$ cat src/hdl/mpd_pkg.sv
// Shared types, codes and decode tables for the meter packet decoder.
// Used by the digit lanes, the merge stage and the top level.
package mpd_pkg;

  // Status codes, first failing check wins
  localparam logic [2:0] ST_OK         = 3'd0;
  localparam logic [2:0] ST_BAD_TERM   = 3'd1;
  localparam logic [2:0] ST_AUTO_MAN   = 3'd2;
  localparam logic [2:0] ST_BAD_DIGITS = 3'd3;
  localparam logic [2:0] ST_BAD_RANGE  = 3'd4;
  localparam logic [2:0] ST_BAD_MODE   = 3'd5;

  // Limit marks
  localparam logic [1:0] LIM_NONE  = 2'd0;
  localparam logic [1:0] LIM_OVER  = 2'd1;
  localparam logic [1:0] LIM_UNDER = 2'd2;

  // Characters of the frame
  localparam logic [7:0] CHR_ZERO  = 8'h30;
  localparam logic [7:0] CHR_NINE  = 8'h39;
  localparam logic [7:0] CHR_COLON = 8'h3A;
  localparam logic [7:0] CHR_LT    = 8'h3C;
  localparam logic [7:0] CHR_CR    = 8'h0D;
  localparam logic [7:0] CHR_LF    = 8'h0A;

  // Function codes with special handling
  localparam logic [3:0] MODE_CONT  = 4'd10;
  localparam logic [3:0] MODE_DIODE = 4'd11;
  localparam logic [3:0] MODE_FREQ  = 4'd12;

  // Duty cycle replaces frequency when the sign bit is set
  localparam logic [3:0] QTY_DUTY     = 4'd7;
  localparam logic [3:0] UNIT_PERCENT = 4'd8;

  localparam int NUM_LANES = 5;
  localparam int MAG_W     = 17;

  // Continuity threshold: display value above this (in counts) is open
  localparam logic [MAG_W-1:0] CONT_LIMIT = 17'd60;
  localparam logic [MAG_W-1:0] MAG_MAX    = '1;

  // Decimal exponent per function (row) and range (column)
  localparam logic signed [4:0] EXP_TABLE [16][8] = '{
    '{-5,   0,   0,   0,  0,  0,  0,  0},
    '{ 0,  -4,  -3,  -2, -1,  0,  0,  0},
    '{ 0,  -4,  -3,  -2, -1,  0,  0,  0},
    '{-5,   0,   0,   0,  0,  0,  0,  0},
    '{ 0,  -1,   0,   1,  2,  3,  4,  0},
    '{ 0, -12, -11, -10, -9, -8, -7, -6},
    '{-1,   0,   0,   0,  0,  0,  0,  0},
    '{-8,  -7,   0,   0,  0,  0,  0,  0},
    '{-6,  -5,   0,   0,  0,  0,  0,  0},
    '{ 0,  -3,   0,   0,  0,  0,  0,  0},
    '{-1,   0,   0,   0,  0,  0,  0,  0},
    '{-4,   0,   0,   0,  0,  0,  0,  0},
    '{-3,  -2,  -1,   0,  1,  2,  3,  4},
    '{-1,   0,   0,   0,  0,  0,  0,  0},
    '{ 0,   0,   0,   0,  0,  0,  0,  0},
    '{-2,   0,   0,   0,  0,  0,  0,  0}
  };

  localparam logic [3:0] MODE_QTY [16] = '{
    4'd0, 4'd0, 4'd0, 4'd0, 4'd2, 4'd4, 4'd5, 4'd1,
    4'd1, 4'd1, 4'd6, 4'd0, 4'd3, 4'd5, 4'd8, 4'd1
  };

  localparam logic [3:0] MODE_UNIT [16] = '{
    4'd0, 4'd0, 4'd0, 4'd0, 4'd2, 4'd4, 4'd5, 4'd1,
    4'd1, 4'd1, 4'd7, 4'd0, 4'd3, 4'd6, 4'd9, 4'd8
  };

  // Per-character findings of one lane
  typedef struct packed {
    logic       is_dig;
    logic [3:0] nib;
    logic       is_colon;
    logic       is_lt;
    logic       is_zero;
  } lane_t;

  // Decoded item between merge and the final stage
  typedef struct packed {
    logic [2:0]        status;
    logic [1:0]        limit;
    logic [MAG_W-1:0]  mag;
    logic              neg;
    logic              cont;
    logic [MAG_W-1:0]  thr;
    logic signed [4:0] expo;
    logic [3:0]        qty;
    logic [3:0]        unit;
    logic              ac;
    logic              dc;
    logic              autor;
    logic              diode;
  } merge_t;

  // Largest display count that still reads as closed for a given exponent.
  // value * 10^e > 60 is the same as count > floor(60 / 10^e) for e >= 0.
  function automatic logic [MAG_W-1:0] cont_thr(input logic signed [4:0] e);
    logic [MAG_W-1:0] t;
    priority if (e == 5'sd0)  t = CONT_LIMIT;
    else if (e == 5'sd1)      t = 17'd6;
    else if (e > 5'sd1)       t = '0;
    else if (e == -5'sd1)     t = 17'd600;
    else if (e == -5'sd2)     t = 17'd6000;
    else if (e == -5'sd3)     t = 17'd60000;
    else                      t = MAG_MAX;
    return t;
  endfunction

endpackage

$ cat src/hdl/multimeter_packet_decoder_core.sv
// Top level of the meter packet decoder: five digit lanes, merge stage and
// output register. Depends on mpd_pkg, mpd_digit_lane and mpd_merge.
//
// Channel | Signals              | Direction | Meaning
// in      | in_valid / in_stall  | request   | one whole 11-byte frame
// out     | out_valid / out_stall| result    | decoded value and status
//
// One frame per cycle while in_stall is low; a request reaches out_valid via s1 and s2.
// Stages: lane classify -> merge/accumulate -> sign, continuity, output reg.
// A held result (out_valid with out_stall) freezes all three register stages
// together and raises in_stall.
// rst clears the stage valid bits only; payload registers are not reset.
module multimeter_packet_decoder_core (
  input  logic               clk,
  input  logic               rst,
  input  logic               in_valid,
  output logic               in_stall,
  input  logic [7:0]         digit_0,
  input  logic [7:0]         digit_1,
  input  logic [7:0]         digit_2,
  input  logic [7:0]         digit_3,
  input  logic [7:0]         digit_4,
  input  logic [7:0]         range_byte,
  input  logic [7:0]         mode_byte,
  input  logic [7:0]         state_one,
  input  logic [7:0]         state_two,
  input  logic [7:0]         end_cr,
  input  logic [7:0]         end_lf,
  output logic               out_valid,
  input  logic               out_stall,
  output logic [2:0]         status,
  output logic signed [17:0] mantissa,
  output logic signed [4:0]  exponent,
  output logic [3:0]         quantity,
  output logic [3:0]         unit,
  output logic [1:0]         limit_mark,
  output logic               flag_ac,
  output logic               flag_dc,
  output logic               flag_rms,
  output logic               flag_autorange,
  output logic               flag_diode
);
  import mpd_pkg::*;

  logic       adv;
  logic [7:0] chars [NUM_LANES];
  lane_t      lane_info [NUM_LANES];

  // Stage 1 registers
  logic       s1_valid;
  lane_t      s1_lanes [NUM_LANES];
  logic [7:0] s1_range, s1_mode, s1_cr, s1_lf;
  logic [1:0] s1_state_one;
  logic [2:0] s1_state_two;

  // Stage 2 registers
  merge_t     merged;
  logic       s2_valid;
  merge_t     s2;

  logic              open_c;
  logic [17:0]       mag_ext;
  logic [17:0]       mant_next;

  // Whole pipeline moves unless a finished result is held
  assign adv      = !out_valid || !out_stall;
  assign in_stall = !adv;

  assign chars[0] = digit_0;
  assign chars[1] = digit_1;
  assign chars[2] = digit_2;
  assign chars[3] = digit_3;
  assign chars[4] = digit_4;

  // Digit lanes
  for (genvar g = 0; g < NUM_LANES; g++) begin : g_lane
    mpd_digit_lane u_lane (
      .char_in (chars[g]),
      .info    (lane_info[g])
    );
  end

  // Stage 1: lane findings and header bytes
  always_ff @(posedge clk) begin
    if (rst) begin
      s1_valid <= 1'b0;
    end else if (adv) begin
      s1_valid <= in_valid;
    end
    if (adv) begin
      s1_lanes     <= lane_info;
      s1_range     <= range_byte;
      s1_mode      <= mode_byte;
      s1_cr        <= end_cr;
      s1_lf        <= end_lf;
      s1_state_one <= state_one[1:0];
      s1_state_two <= state_two[2:0];
    end
  end

  mpd_merge u_merge (
    .lanes      (s1_lanes),
    .range_byte (s1_range),
    .mode_byte  (s1_mode),
    .state_one  (s1_state_one),
    .state_two  (s1_state_two),
    .end_cr     (s1_cr),
    .end_lf     (s1_lf),
    .res        (merged)
  );

  // Stage 2: merged decode
  always_ff @(posedge clk) begin
    if (rst) begin
      s2_valid <= 1'b0;
    end else if (adv) begin
      s2_valid <= s1_valid;
    end
    if (adv) begin
      s2 <= merged;
    end
  end

  // Final stage: sign and continuity reduction
  assign open_c  = (s2.limit != LIM_NONE) || (s2.neg && s2.mag != '0) || (s2.mag > s2.thr);
  assign mag_ext = {1'b0, s2.mag};

  always_comb begin
    if (s2.cont)     mant_next = open_c ? 18'd0 : 18'd1;
    else if (s2.neg) mant_next = 18'(-mag_ext);
    else             mant_next = mag_ext;
  end

  // Output register
  always_ff @(posedge clk) begin
    if (rst) begin
      out_valid <= 1'b0;
    end else if (adv) begin
      out_valid <= s2_valid;
    end
    if (adv) begin
      status         <= s2.status;
      mantissa       <= $signed(mant_next);
      exponent       <= s2.expo;
      quantity       <= s2.qty;
      unit           <= s2.unit;
      limit_mark     <= s2.limit;
      flag_ac        <= s2.ac;
      flag_dc        <= s2.dc;
      flag_rms       <= s2.ac;
      flag_autorange <= s2.autor;
      flag_diode     <= s2.diode;
    end
  end

  // An error result carries nothing but its status
  a_err_clear: assert property (@(posedge clk) disable iff (rst)
    out_valid && status != ST_OK |-> mantissa == 18'sd0 && exponent == 5'sd0 &&
      quantity == 4'd0 && unit == 4'd0 && limit_mark == LIM_NONE && !flag_ac)
    else $error("error result has nonzero fields");

  // Over or under limit never shows a count
  a_limit_zero: assert property (@(posedge clk) disable iff (rst)
    out_valid && limit_mark != LIM_NONE |-> mantissa == 18'sd0)
    else $error("limit display with nonzero mantissa");

  // RMS follows AC
  a_rms: assert property (@(posedge clk) disable iff (rst)
    out_valid |-> flag_rms == flag_ac)
    else $error("rms flag differs from ac flag");

  // A held result keeps the middle stages frozen
  a_hold: assert property (@(posedge clk) disable iff (rst)
    out_valid && out_stall |=> $stable(s2_valid) && $stable(s1_valid))
    else $error("pipeline moved while output was held");

endmodule

$ cat src/hdl/mpd_digit_lane.sv
// One display-character lane: classifies a byte and extracts its digit.
// Depends on mpd_pkg for lane_t and character codes.
module mpd_digit_lane (
  input  logic [7:0]    char_in,
  output mpd_pkg::lane_t info
);
  import mpd_pkg::*;

  // Classify the character
  always_comb begin
    info.is_dig   = (char_in >= CHR_ZERO) && (char_in <= CHR_NINE);
    info.nib      = char_in[3:0];
    info.is_colon = (char_in == CHR_COLON);
    info.is_lt    = (char_in == CHR_LT);
    info.is_zero  = (char_in == CHR_ZERO);
  end

endmodule

$ cat src/hdl/mpd_merge.sv
// Merge stage: combines the five lane results with the header bytes into
// status, limit mark, display magnitude and table lookups. Uses mpd_pkg.
module mpd_merge (
  input  mpd_pkg::lane_t lanes [mpd_pkg::NUM_LANES],
  input  logic [7:0]     range_byte,
  input  logic [7:0]     mode_byte,
  input  logic [1:0]     state_one,
  input  logic [2:0]     state_two,
  input  logic [7:0]     end_cr,
  input  logic [7:0]     end_lf,
  output mpd_pkg::merge_t res
);
  import mpd_pkg::*;

  logic             term_ok;
  logic             over, under, four, digs_ok, range_ok, mode_ok;
  logic [2:0]       status;
  logic [1:0]       limit;
  logic [2:0]       rng;
  logic [3:0]       mode;
  logic             sign, duty;
  logic [MAG_W-1:0] acc1, acc2, acc3, acc4, acc5;
  logic signed [4:0] expo;

  // Frame pattern checks
  assign term_ok  = (end_cr == CHR_CR) && (end_lf == CHR_LF);
  assign over     = lanes[0].is_colon && lanes[1].is_colon && lanes[2].is_zero &&
                    lanes[3].is_lt && lanes[4].is_colon;
  assign under    = lanes[0].is_colon && lanes[1].is_lt && lanes[2].is_zero &&
                    lanes[3].is_colon && lanes[4].is_colon;
  assign four     = lanes[4].is_colon;
  assign digs_ok  = lanes[0].is_dig && lanes[1].is_dig && lanes[2].is_dig &&
                    lanes[3].is_dig && (four || lanes[4].is_dig);
  assign range_ok = (range_byte[7:3] == 5'b00110);
  assign mode_ok  = (mode_byte[7:4] == 4'h3);

  // Status, first failure wins
  always_comb begin
    limit = LIM_NONE;
    if (over)       limit = LIM_OVER;
    else if (under) limit = LIM_UNDER;
    priority if (!term_ok)                          status = ST_BAD_TERM;
    else if (state_two[0] && state_two[1])          status = ST_AUTO_MAN;
    else if (limit == LIM_NONE && !digs_ok)         status = ST_BAD_DIGITS;
    else if (!range_ok)                             status = ST_BAD_RANGE;
    else if (!mode_ok)                              status = ST_BAD_MODE;
    else                                            status = ST_OK;
  end

  // Display count, most significant lane first
  assign acc1 = {13'd0, lanes[0].nib};
  assign acc2 = acc1 * 17'd10 + {13'd0, lanes[1].nib};
  assign acc3 = acc2 * 17'd10 + {13'd0, lanes[2].nib};
  assign acc4 = acc3 * 17'd10 + {13'd0, lanes[3].nib};
  assign acc5 = acc4 * 17'd10 + {13'd0, lanes[4].nib};

  assign rng  = range_byte[2:0];
  assign mode = mode_byte[3:0];
  assign expo = EXP_TABLE[mode][rng];
  assign sign = state_two[2];
  assign duty = (mode == MODE_FREQ) && sign;

  // Result assembly; an error clears everything but the status
  always_comb begin
    res = '0;
    res.status = status;
    if (status == ST_OK) begin
      res.limit = limit;
      res.mag   = (limit != LIM_NONE) ? '0 : (four ? acc4 : acc5);
      res.neg   = sign && !duty;
      res.cont  = (mode == MODE_CONT);
      res.thr   = cont_thr(expo);
      res.expo  = expo;
      res.qty   = duty ? QTY_DUTY : MODE_QTY[mode];
      res.unit  = duty ? UNIT_PERCENT : MODE_UNIT[mode];
      res.ac    = state_one[0];
      res.dc    = state_one[1];
      res.autor = state_two[0];
      res.diode = (mode == MODE_DIODE);
    end
  end

endmodule
$ cat config.mk
export PLATFORM = sky130hd
export DESIGN_NAME = multimeter_packet_decoder_core
export DESIGN_NICKNAME = d
export VERILOG_FILES = /design/src/hdl/mpd_pkg.sv /design/src/hdl/multimeter_packet_decoder_core.sv /design/src/hdl/mpd_digit_lane.sv /design/src/hdl/mpd_merge.sv
export SDC_FILE = /design/constraint.sdc
export NUM_CORES = 1
export LEC_CHECK = 0
export BUFFER_PORTS_ARGS = -buffer_cell sky130_fd_sc_hd__clkbuf_2
export CELL_PAD_IN_SITES_DETAIL_PLACEMENT = 1
export CELL_PAD_IN_SITES_GLOBAL_PLACEMENT = 1
export CORE_UTILIZATION = 42
export DETAILED_ROUTE_END_ITERATION = 16
export PLACE_DENSITY_LB_ADDON = 0.25
export SYNTH_ARGS = -nofsm -noshare
export SYNTH_HDL_FRONTEND = slang
export SYNTH_SLANG_ARGS = --single-unit
$ cat constraint.sdc
create_clock -name clk -period 7.8 [get_ports clk]
set_input_delay 1.56 -clock clk [delete_from_list [all_inputs] [get_ports clk]]
set_output_delay 1.56 -clock clk [all_outputs]
set_load 0.05 [all_outputs]
Yosys cells after proc, flatten, opt, wreduce, memory -nomap -nowiden. Memories as Yosys holds them, arrays and structs flattened. Cells that the tools add are included.

Memories: 3. Word-level logic and storage cells: 174. Memory bits (read-only): 768. Input port bits: 92. Output and inout bits: 43. Flip-flop bits (word level): 170.

Memories: (name not given) (depth 16, width 40, rd ports 1, clocked after Yosys merged registers in 0, write ports 0, RTL line mpd_merge.sv:59) `assign expo = EXP_TABLE[mode][rng];`; (name not given) (depth 16, width 4, rd ports 1, clocked after Yosys merged registers in 0, write ports 0, RTL line mpd_merge.sv:74) `res.qty = duty ? QTY_DUTY : MODE_QTY[mode];`; (name not given) (depth 16, width 4, rd ports 1, clocked after Yosys merged registers in 0, write ports 0, RTL line mpd_merge.sv:75) `res.unit = duty ? UNIT_PERCENT : MODE_UNIT[mode];`.

$mul: 4. Bitwise gates (word level): 3. Eq/ne operators: 18. Add/sub/neg operators: 5. Reduce and logical (&&, ||, !) cells: 44. Order comparisons: 14. Muxes and demuxes: 28.

Operator list (count): $mux 40 (2); $add 17x4->17 (4); $eq 8x6->1 const B (7); $mul 17x3->16 const B (3); $ge 8x6->1 const B (5); $le 8x6->1 const B (5); $mux 18 (2); $mux 17 (2); $logic_and 1x1->1 (23); $mux 4 (5); $mux 3 (6); $mux 6 (3); $neg 17->18 (1); $gt 17x17->1 (1); $reduce_bool 17->1 (1); $eq 8x4->1 const B (2); $bmux 5 s3 (1); $mux 13 (1); $eq 4x4->1 const B (3); $eq 5x2->1 const B (2); $eq 5x3->1 const B (2); $mux 10 (1); $mux 5 (2); $mul 4x3->7 const B (1); 20 further kinds (31).

Longest topological paths before layout. Gate-level depths: netlist of the first run.

Depth in word-level cells: 14. Gate-level depth with buffers: 34. Gate-level depth less buffers: 33.

Cells and area by module. Synthesis of the first run repeated with hierarchy kept, for this count alone.

Cell total of the unflattened synthesis: 987. Area, all modules: 11193.2 um^2.

By module, submodules not included: multimeter_packet_decoder_core (cells each 322, area an instance 6237.2 um^2, instances 1, sequential area each 5315.1 um^2); mpd_merge (cells each 605, area an instance 4393.0 um^2, instances 1, sequential area each 0.0 um^2); mpd_digit_lane (cells each 12, area an instance 112.6 um^2, instances 5, sequential area each 0.0 um^2).

Worst setup path before layout of the first run. Ideal clock, no wire load.

Kind: in2out. Start: in out_stall. End: out in_stall. Data arrival time: 6357 ps. Buffers on the path: 0. Cell stages on the path: 2. Data required time: 6240 ps. Setup slack: -117 ps. Cell sequence: nand2_1 -> inv_1.

Cells in the longest elaborated chain, start to end: 3.

Ends and longest elaborated chain: from (decl) (RTL line multimeter_packet_decoder_core.sv:30) `input logic out_stall,`; $logic_not 1->1 (RTL line multimeter_packet_decoder_core.sv:66) `assign adv = !out_valid || !out_stall;`; $logic_or 1x1->1 (RTL line multimeter_packet_decoder_core.sv:66); $logic_not 1->1 (RTL line multimeter_packet_decoder_core.sv:67) `assign in_stall = !adv;`; to (decl) (RTL line multimeter_packet_decoder_core.sv:17) `output logic in_stall,`.

Every way passes these cells.

Worst setup path after layout of the first run.
Start: reg s1_lanes[36] (netlist bit). End: reg s2, in the netlist mag_ext[16], data pin.

Cells in the longest elaborated chain, start to end: 9.

Ends and longest elaborated chain: from (decl) (RTL line multimeter_packet_decoder_core.sv:51) `lane_t s1_lanes [NUM_LANES];`; from (signal assigned) (RTL line multimeter_packet_decoder_core.sv:91) `s1_lanes <= lane_info;`; $mul 4x3->7 (*) (RTL line mpd_merge.sv:52) `assign acc2 = acc1 * 17'd10 + {13'd0, lanes[1].nib};`; $add 17x4->17 (*) (RTL line mpd_merge.sv:52); $mul 17x3->16 (*) (RTL line mpd_merge.sv:53) `assign acc3 = acc2 * 17'd10 + {13'd0, lanes[2].nib};`; $add 17x4->17 (*) (RTL line mpd_merge.sv:53); $mul 17x3->16 (*) (RTL line mpd_merge.sv:54) `assign acc4 = acc3 * 17'd10 + {13'd0, lanes[3].nib};`; $add 17x4->17 (*) (RTL line mpd_merge.sv:54); $mul 17x3->16 (RTL line mpd_merge.sv:55) `assign acc5 = acc4 * 17'd10 + {13'd0, lanes[4].nib};`; $add 17x4->17 (RTL line mpd_merge.sv:55); $mux 17 (*) (RTL line mpd_merge.sv:69) `res.mag = (limit != LIM_NONE) ? '0 : (four ? acc4 : acc5);`; to (signal assigned) (RTL line multimeter_packet_decoder_core.sv:120) `s2 <= merged;`; to (decl) (RTL line multimeter_packet_decoder_core.sv:59) `merge_t s2;`.

Every way passes the cells marked *; elsewhere a longest branch is shown, timed or not. A chain may end at the register's enable or synchronous reset.

==> results.md, run 1 <==
- Most common cell in the netlist: edfxtp_1
- Syn_area_per_cell: 10.88 um2
- Most frequent CP cell: ha_1
- Drt first-iter violations: 300
- Slew at the pin closest to its max-slew limit: 1.027 ns
- GRT Overall Usage: 0.1962
- Critical path origin: s1_lanes[36]$_DFFE_PN_
- Largest area contributor in the netlist: edfxtp_1
- Area delta synth->final: 22.43%
- Synth unique cells: 79
- FF-to-FF path depth: 31
- Fin. max-slew vios: 0
- Via Count: 7935
- CP max stage cell: fa_2
- Ant. Diodes: 0
- Clk sinks: 162
- Die span in x: 158.8 um
- Worst setup SP type: flip-flop
- FILL cells: 2665
- Synth warn: 0
- Fin Setup TNS: 0 ns
- Hold Path Stages: 0
- Num rows: 57
- Hold_buf cts: 0
- Fmax: 0.1324 GHz
- Buffers on Ports: 123
- Area contributors post-synth: edfxtp_1 46%, ha_1 12%, nor2_1 3.5%
- Hold Vio Cnt, Final: 0
- Multi-input logic area: 5488 um2
- Initial Util: 0.4269
- DRT Pass-1 Iters: 5
- Top-area cell type share of the netlist area: 0.4626
- Clk_lat worst skew: 0.42 ns
- Initial antenna violation count: 0
- Synth Register Bits: 162
- Fin crit share: 0.9684
- Root Driver: clkbuf_16
- Setup-failing EPs final: 0
- First-pass GRT wire length: 40280 um
- CTS Buf Count: 17
- CTS clk-pin slew, worst paths: 0.07 ns
- Setup CP Type: reg -> reg
- FF+latch area: 4835 um2
- Flop2flop setup slack: 0.25 ns
- Post-synth EDFFs: 159
- CTS tree: yes
- Vias in the first global route: 8407
- Share of layout cells above drive strength 1: 0.2457
- Core footprint: 24180 um2
- Max transition margin: 0.3153
- H-tree depth: 4
- Grt total ovfl: 0
- Sequential share of the synthesized area: 0.4684
- Die ar.: 25200 um2
- Final RePlAce weighted congestion: 0.8337
- Critical Path End Type: flip-flop
- CP peak stage delay: 0.58 ns
- Avg WL per Cell: 16.62 um
- Commonest register cell after synthesis: edfxtp_1
- Hold Crit Start: s2[11]$_SDFFCE_PP0N_
- Crit path required time: 7.94 ns
- CP max FO: 4
- Status: finished, final reports clean
- Residual DRC: 0
- Async SR Flop Fraction: 0
- Post-synthesis instance area: 10320 um2
- MaxCap Viol Count: 0
- Routed Antenna Nets: 0
- Number of I/O pins: 135
- Nets@finish: 1342
- CTS Buffer Depth: 2
- Top cells by count, synth: 159 x edfxtp_1, 103 x ha_1, 95 x nor2_1
- Hold WC Path Type: reg -> reg
- RR Endpoint: mag_ext[16]$_SDFFCE_PP0N_
- Crit path time final: 7.554 ns
- Critical R2R Launch: s1_lanes[36]$_DFFE_PN_
- Synth Net Count: 1152
- HPWL after DPL: 18200 um
- Gate count of the mapped netlist: 949
- Die H: 158.8 um
- Worst Skew: 0.01437 ns
- Hold endpoint: quantity[3]$_DFFE_PN_
- Vias per cell: 5.376
- Total Routed Length: 24530 um
- Pin count of the biggest net entering global routing: 85
- CP arrival: 7.70 ns
-- repair_timing --
action / 4_1_cts / 5_1_grt
endpoints found under the setup margin: 1 / 3
cloned: 0 / 0
gates resized for setup: 11 / 38
hold endpoints to repair: 0 / 0
pin swaps: 3 / 20
buffers inserted: 1 / 8
-- sequential cells by signal (all words and copies together) (netlist names), 5 cells and up --
signal and flops:
exponent 5, mag_ext 17, mantissa 18, s1_cr 8, s1_lanes 32, s1_lf 8
s1_mode 8, s1_range 8, s2 33
-- worst max-delay path by stage --
stage                                     end  slack (ns)  cells past startpoint
floorplan           mag_ext[16]$_SDFFCE_PP0N_        0.30                     30
detailed placement  mag_ext[16]$_SDFFCE_PP0N_       -0.29                     28
finish              mag_ext[16]$_SDFFCE_PP0N_        0.25                     31
global placement    mag_ext[16]$_SDFFCE_PP0N_       -0.14                     28
global route        mag_ext[16]$_SDFFCE_PP0N_       -0.14                     31
CTS                 mag_ext[16]$_SDFFCE_PP0N_       0.004                     28
-- cells in the final DEF, fill, tap and decap left out, types with 7 or more instances in the layout --
cell and n:
a211oi_1 10, a21o_1 23, a21oi_1 52, and2_1 10, and3_1 7, buf_4 71, clkbuf_16 17, clkbuf_2 123
edfxtp_1 159, fa_1 7, ha_1 95, ha_4 7, inv_1 55, inv_6 7, mux2i_1 9, nand2_1 51
nand2b_1 13, nand3_1 25, nand3b_1 8, nand4_1 10, nor2_1 92, nor2b_1 20, nor3_1 21, nor3b_1 12
o21a_1 8, o21ai_0 36, o21bai_1 7, xnor2_1 29, xnor2_2 7, xor2_1 32
-- kinds of logic after synthesis --
kind of cell	share of synthesized area
and+or+nand+nor	0.1497
AOI/OAI and AO/OA	0.1330
DFF	0.4684
adders and majority gates	0.1404
buffers and inverters	0.03091
xor gates and xnor gates	0.06631
muxes	0.01091
other	0.0003633
-- per-layer routing --
layer | vias to the layer above | track usage | wire length, um
met5 | - | 0 | 0
met4 | 0 | 0.05252 | 318
met3 | 26 | 0.03056 | 769
met2 | 150 | 0.3650 | 13100
met1 | 3873 | 0.2320 | 10350
li1 | 3886 | - | -
-- area by class of cell --
cell class	instances	area share
multi-input cells	708	0.4343
flip-flops and latches	162	0.3826
repair buffers	194	0.09090
clock buffers	18	0.03396
well taps	324	0.03208
inverters	56	0.01664
clock inverters	14	0.009506
-- stage by stage --
step | area, um2 | instances | hold WS, ns | utilization | worst slack, ns
CTS | 12320 | 1468 | 0.4242 | 0.5095 | 0.003718
floorplan | 10320 | 949 | 0.4003 | - | 0.2992
global placement | 11720 | 1435 | 0.4006 | 0.4846 | -0.1351
detailed placement | 11720 | 1435 | 0.4056 | 0.4846 | -0.2908
global route | 12640 | 1476 | 0.4279 | 0.5226 | -0.1404
finish | 12640 | 1476 | 0.4230 | 0.5226 | 0.2462
-- worst max-delay path, delay by kind of cell, from the launching register on --
family / cells / cell delay (ns)
adder cells (fa/ha/maj): 9 / 2.85
buffers and inverters: 3 / 0.31
flip-flops: 1 / 0.40
AO/OA/AOI/OAI: 6 / 0.99
XOR/XNOR: 6 / 1.44
AND/OR/NAND/NOR: 7 / 1.28
Power of run 1 is not shown: default switching activity piles up to over one toggle a cycle in this logic, so the estimate is an artifact.
==> run 2, diff against run 1 <==
--- a/config.mk
+++ b/config.mk
@@ -8,9 +8,11 @@
 export BUFFER_PORTS_ARGS = -buffer_cell sky130_fd_sc_hd__clkbuf_2
 export CELL_PAD_IN_SITES_DETAIL_PLACEMENT = 1
 export CELL_PAD_IN_SITES_GLOBAL_PLACEMENT = 1
+export CORE_MARGIN = 1.5
 export CORE_UTILIZATION = 42
 export DETAILED_ROUTE_END_ITERATION = 16
-export PLACE_DENSITY_LB_ADDON = 0.25
+export PLACE_DENSITY = 0.87
+export SLEW_MARGIN = 10
 export SYNTH_ARGS = -nofsm -noshare
 export SYNTH_HDL_FRONTEND = slang
 export SYNTH_SLANG_ARGS = --single-unit
==> run 2 against run 1 <==
Against the previous run: non-clock buffer count is 11 higher; clock-buffer cell count down 1; worst setup slack got worse by 0.20 ns; worst hold slack lost 0.0020 ns; flip-flop and latch count unchanged; critical endpoint unchanged.
==> results.md, run 2 (synthesized netlist as in run 1, its figures left out) <==
- First-pass GRT wire length: 43420 um (+7.8%)
- Critical Path End Type: flip-flop
- Residual DRC: 0 (unchanged)
- Via Count: 8382 (+5.6%)
- Initial antenna violation count: 1 (+1)
- Hold WC Path Type: reg -> reg
- CP max stage cell: fa_2
- Area delta synth->final: 26.23%
- Worst hold slack: 0.4210 ns (-0.001995 ns)
- Crit path required time: 7.95 ns (about the same)
- Top Registers: s2 (33), s1_lanes (32), mantissa (18)
- Critical R2R Launch: s1_lanes[35]$_DFFE_PN_
- Non-Filler Instances: 1486 (+0.68%)
- Most frequent CP cell: ha_1
- Crit path time final: 7.750 ns (+0.1965 ns)
- Worst Path Buf+Inv: 2 (-1)
- Flop2flop setup slack: 0.05 ns (-0.20 ns)
- Max FFs per register: 33 (unchanged)
- Vias per cell: 5.641 (+4.9%)
- Initial Util: 0.4256 (-0.001256)
- Worst setup SP type: flip-flop
- Vias in the first global route: 8733 (+3.9%)
- Hold Crit Start: s2[12]$_SDFFCE_PP0N_
- Ant. Diodes: 0 (unchanged)
- Grt total ovfl: 0 (unchanged)
- CTS Buf Count: 17 (unchanged)
- CTS tree: yes
- Setup-failing EPs final: 0 (unchanged)
- Finished Cell Area: 13030 um2 (+3.1%)
- Drt first-iter violations: 449 (+50%)
- DP Area: 11740 um2 (+0.19%)
- Buffers on Ports: 123 (unchanged)
- Final RePlAce weighted congestion: 0.8830 (+5.9%)
- Routed Antenna Nets: 0 (unchanged)
- CP delay by family, top: adder cells
- DRT Pass-1 Iters: 6 (+1)
- Status: finished, final reports clean
- Slew at the pin closest to its max-slew limit: 1.054 ns (+0.02663 ns)
- Fin crit share: 0.9936 (+0.02519)
- MaxCap Viol Count: 0 (unchanged)
- CP peak stage delay: 0.59 ns (about the same)
- Root Driver: clkbuf_16
- GRT Overall Usage: 0.2128 (+0.01662)
- Die H: 159.8 um (+0.63%)
- HPWL after DPL: 20020 um (+10%)
- H-tree depth: 4 (unchanged)
- Placed cell count: 1438 (+0.21%)
- Commonest non-fill, non-tap cell in the layout: edfxtp_1
- Core footprint: 24250 um2 (+0.30%)
- CTS Buffer Depth: 2 (unchanged)
- Hold_buf cts: 0 (unchanged)
- Largest reg by FF count: s2
- Nets@finish: 1353 (+0.82%)
- Fin. max-slew vios: 0 (unchanged)
- Hold Vio Cnt, Final: 0 (unchanged)
- Pin count of the biggest net entering global routing: 85 (unchanged)
- Most frequent cells in the layout: 159 x edfxtp_1, 123 x clkbuf_2, 89 x nor2_1
- Number of I/O pins: 135 (unchanged)
- Avg WL per Cell: 20.24 um (+22%)
- CP arrival: 7.90 ns (+0.20 ns)
- Worst Skew: 0.01136 ns (-0.003005 ns)
- Die span in x: 159.8 um (+0.63%)
- Clk_lat worst skew: 0.44 ns (+0.02 ns)
- Max transition margin: 0.2975 (-0.01775)
- Total Routed Length: 30070 um (+23%)
- Fmax: 0.1290 GHz (-2.5%)
- CP max FO: 6 (+2)
- Num rows: 57 (unchanged)
- CTS clk-pin slew, worst paths: 0.07 ns (about the same)
- Setup CP Type: reg -> reg
- Die ar.: 25520 um2 (+1.3%)
- Post-route core utilization: 0.5373 (+0.01467)
- Critical path origin: s1_lanes[35]$_DFFE_PN_
- Clk sinks: 162 (unchanged)
- Share of layout cells above drive strength 1: 0.2806 (+0.03489)
-- run 2: layer usage --
metal | share of wire | routed length [um] | global-route usage | vias up
met5 | 0 | 0 | 0 | -
met4 | 0.033 | 988 | 0.07290 | 0
met3 | 0.037 | 1106 | 0.02857 | 77
met2 | 0.57 | 17010 | 0.4180 | 245
met1 | 0.36 | 10970 | 0.2319 | 4157
li1 | - | - | - | 3903
-- run 2: final timing paths --
check,endpoint,depth (start not counted)
min,exponent[0]$_DFFE_PN_,0
min reg2reg,exponent[0]$_DFFE_PN_,0
max,mag_ext[16]$_SDFFCE_PP0N_,31
max reg2reg,mag_ext[16]$_SDFFCE_PP0N_,31
-- run 2: repair_timing --
| item | in CTS | in global routing |
|---|---|---|
| buffers inserted | 2 | 15 |
| pin swaps | 6 | 47 |
| gates resized for setup | 21 | 74 |
| hold endpoints to repair | 0 | 0 |
| setup endpoints to repair | 2 | 3 |
-- run 2: stage by stage --
step	setup TNS (ns)	setup WS, ns
after floorplan	0	0.2992
after global placement	-0.08473	-0.08473
after detailed placement	-0.4795	-0.4012
after CTS	0	0.004443
after global routing	-0.4721	-0.2829
final	0	0.04968
-- run 2: layout make-up --
| cell class | count | area, um2 |
|---|---|---|
| fill | 2652 | 11220 |
| multi-input combinational | 708 | 5746 |
| sequential | 162 | 4835 |
| timing repair buffer | 205 | 1242 |
| clock buffer | 17 | 425.4 |
| tap | 324 | 405.4 |
| inverter | 56 | 210.2 |
| clock inverter | 14 | 165.2 |
Power of run 2 is left out for the same reason.
==> run 3, diff against run 2 <==
--- a/config.mk
+++ b/config.mk
@@ -8,10 +8,12 @@
 export BUFFER_PORTS_ARGS = -buffer_cell sky130_fd_sc_hd__clkbuf_2
 export CELL_PAD_IN_SITES_DETAIL_PLACEMENT = 1
 export CELL_PAD_IN_SITES_GLOBAL_PLACEMENT = 1
+export CORE_ASPECT_RATIO = 0.9
 export CORE_MARGIN = 1.5
 export CORE_UTILIZATION = 42
 export DETAILED_ROUTE_END_ITERATION = 16
 export PLACE_DENSITY = 0.87
+export RECOVER_POWER = 25
 export SLEW_MARGIN = 10
 export SYNTH_ARGS = -nofsm -noshare
 export SYNTH_HDL_FRONTEND = slang
==> run 3 against run 2 <==
Against the previous run: clock-buffer cell count unchanged; first-iteration DRC count is 18% higher; register-to-register slack about the same; fmax about the same; cell count shrank 1.5%; largest cell class unchanged; critical path type unchanged; non-clock buffer count shrank 8; worst setup slack better by 0.0035 ns; via count fell by 1.2%; die area about the same; clock skew increased by 0.0072 ns; sequential share of layout area grew 0.32 points; flip-flop and latch count unchanged.
==> results.md, run 3 (synthesized netlist as in run 1, its figures left out) <==
- Routed Antenna Nets: 0 (unchanged)
- Grt total ovfl: 0 (unchanged)
- Root Driver: clkbuf_16
- Crit path time final: 7.747 ns (-0.003472 ns)
- Total Routed Length: 30460 um (+1.3%)
- Top Registers: s2 (33), s1_lanes (32), mantissa (18)
- Hold WC Path Type: reg -> reg
- Commonest non-fill, non-tap cell in the layout: edfxtp_1
- Largest reg by FF count: s2
- Fin crit share: 0.9932 (about the same)
- Share of layout cells above drive strength 1: 0.2545 (-0.02601)
- Non-Filler Instances: 1463 (-1.5%)
- Critical path origin: s1_lanes[36]$_DFFE_PN_
- Final RePlAce weighted congestion: 0.8755 (-0.85%)
- Crit path required time: 7.95 ns (about the same)
- Fin Setup TNS: 0 ns (unchanged)
- DRT Pass-1 Iters: 5 (-1)
- Worst setup SP type: flip-flop
- Setup-failing EPs final: 0 (unchanged)
- CTS tree: yes
- Clk_lat worst skew: 0.45 ns (about the same)
- First-pass GRT wire length: 43810 um (+0.89%)
- Setup WS pre-CTS: -0.2682 ns (+0.1330 ns)
- Placed cell count: 1418 (-1.4%)
- Clk sinks: 162 (unchanged)
- CTS clk-pin slew, worst paths: 0.08 ns (about the same)
- Critical R2R Launch: s1_lanes[36]$_DFFE_PN_
- HPWL after DPL: 20140 um (+0.61%)
- FF-to-FF path depth: 32 (+3.2%)
- Worst Skew: 0.01860 ns (+0.007239 ns)
- Buffers on Ports: 123 (unchanged)
- Multi-input logic area: 5737 um2 (-0.15%)
- Initial Util: 0.4267 (+0.001057)
- Final setup margin: 0.05315 ns (+0.003472 ns)
- Num rows: 54 (-5.3%)
- Via Count: 8281 (-1.2%)
- Vias per cell: 5.660 (+0.35%)
- H-tree depth: 4 (unchanged)
- Most frequent CP cell: ha_1
- Area delta synth->final: 25.14%
- RR Endpoint: mag_ext[16]$_SDFFCE_PP0N_
- CP max stage cell: fa_2
- FF+latch area: 4835 um2 (unchanged)
- Most frequent cells in the layout: 159 x edfxtp_1, 97 x clkbuf_2, 92 x nor2_1
- Core footprint: 24190 um2 (-0.25%)
- Number of I/O pins: 135 (unchanged)
- Slew at the pin closest to its max-slew limit: 1.082 ns (+0.02811 ns)
- Ant. Diodes: 0 (unchanged)
- CTS Buffer Depth: 2 (unchanged)
- Status: finished, final reports clean
- CP arrival: 7.90 ns (about the same)
- GRT Overall Usage: 0.2210 (+0.008272)
- Setup CP Type: reg -> reg
- Die span in x: 168.2 um (+5.3%)
- CP peak stage delay: 0.55 ns (-0.04 ns)
- Max transition margin: 0.2788 (-0.01874)
- Flop2flop setup slack: 0.05 ns (about the same)
- Die ar.: 25520 um2 (about the same)
- Nets@finish: 1345 (-0.59%)
- MaxCap Viol Count: 0 (unchanged)
- Die H: 151.7 um (-5.0%)
- Drt first-iter violations: 528 (+18%)
- Hold Vio Cnt, Final: 0 (unchanged)
- Initial antenna violation count: 0 (-1)
- CP max FO: 7 (+1)
- Vias in the first global route: 8604 (-1.5%)
- Setup crit end: mag_ext[16]$_SDFFCE_PP0N_
- Worst hold slack: 0.4187 ns (-0.002254 ns)
- Residual DRC: 0 (unchanged)
- Max FFs per register: 33 (unchanged)
- Pin count of the biggest net entering global routing: 84 (-1.2%)
- Avg WL per Cell: 20.82 um (+2.9%)
- Hold_buf cts: 0 (unchanged)
- Fmax: 0.1291 GHz (about the same)
- FILL cells: 2637 (-0.57%)
- Fin. max-slew vios: 0 (unchanged)
- CTS Buf Count: 17 (unchanged)
- Critical Path End Type: flip-flop
## run 3: changes by cell type in the layout (fill, tap and decap cells not counted), moves of 4 or more
cell / before / now
clkinv_8: 0 / 5
clkbuf_2: 123 / 97
buf_4: 80 / 74
clkbuf_1: 0 / 26
inv_6: 6 / 0
nor3_2: 2 / 6
## run 3: stage by stage
stage	instance area [um2]	utilization
finish	12920	0.5340
detailed placement	11690	0.4832
global route	12920	0.5340
CTS	12350	0.5105
floorplan	10320	-
global placement	11690	0.4832
## run 3: critical path, delay by kind of cell, from the launching register on
kind / cells / cell delay, ns
compound gates: 6 / 0.86
fa+ha+maj: 8 / 2.68
xor+xnor: 5 / 1.33
simple gates: 8 / 1.35
flops: 1 / 0.45
mux: 1 / 0.30
buf+inv: 4 / 0.48
## run 3: layer usage
layer | up-vias | GRT usage | part of all wire
met5 | - | 0 | 0
met1 | 4097 | 0.2522 | 0.40
met4 | 0 | 0.07321 | 0.024
li1 | 3885 | - | -
met3 | 48 | 0.03429 | 0.041
met2 | 251 | 0.4234 | 0.54
## run 3: worst min path at each step
stage,startpoint,end,depth (start not counted)
finish,s2[13]$_SDFFCE_PP0N_,exponent[1]$_DFFE_PN_,0
global route,s2[5]$_SDFFCE_PP0N_,unit[1]$_DFFE_PN_,0
CTS,s2[13]$_SDFFCE_PP0N_,exponent[1]$_DFFE_PN_,0
detailed placement,s2[4]$_SDFFCE_PP0N_,unit[0]$_DFFE_PN_,0
global placement,s2[11]$_SDFFCE_PP0N_,quantity[3]$_DFFE_PN_,0
floorplan,s2[12]$_SDFFCE_PP0N_,exponent[0]$_DFFE_PN_,0
## run 3: layout make-up
cell class                 count  share of cell area
multi-input combinational    708              0.4442
tap                          308             0.02984
inverter                      56             0.01627
timing repair buffer         197             0.08815
clock buffer                  17             0.03294
sequential                   162              0.3743
clock inverter                15             0.01434
## run 3: repair_timing
item                                    in CTS  in global routing
buffers inserted                             1                 12
pin swaps                                    3                 39
endpoints found under the hold margin        0                  0
endpoints found under the setup margin       2                  6
gates resized for setup                     10                 79
Power of run 3 is left out for the same reason.
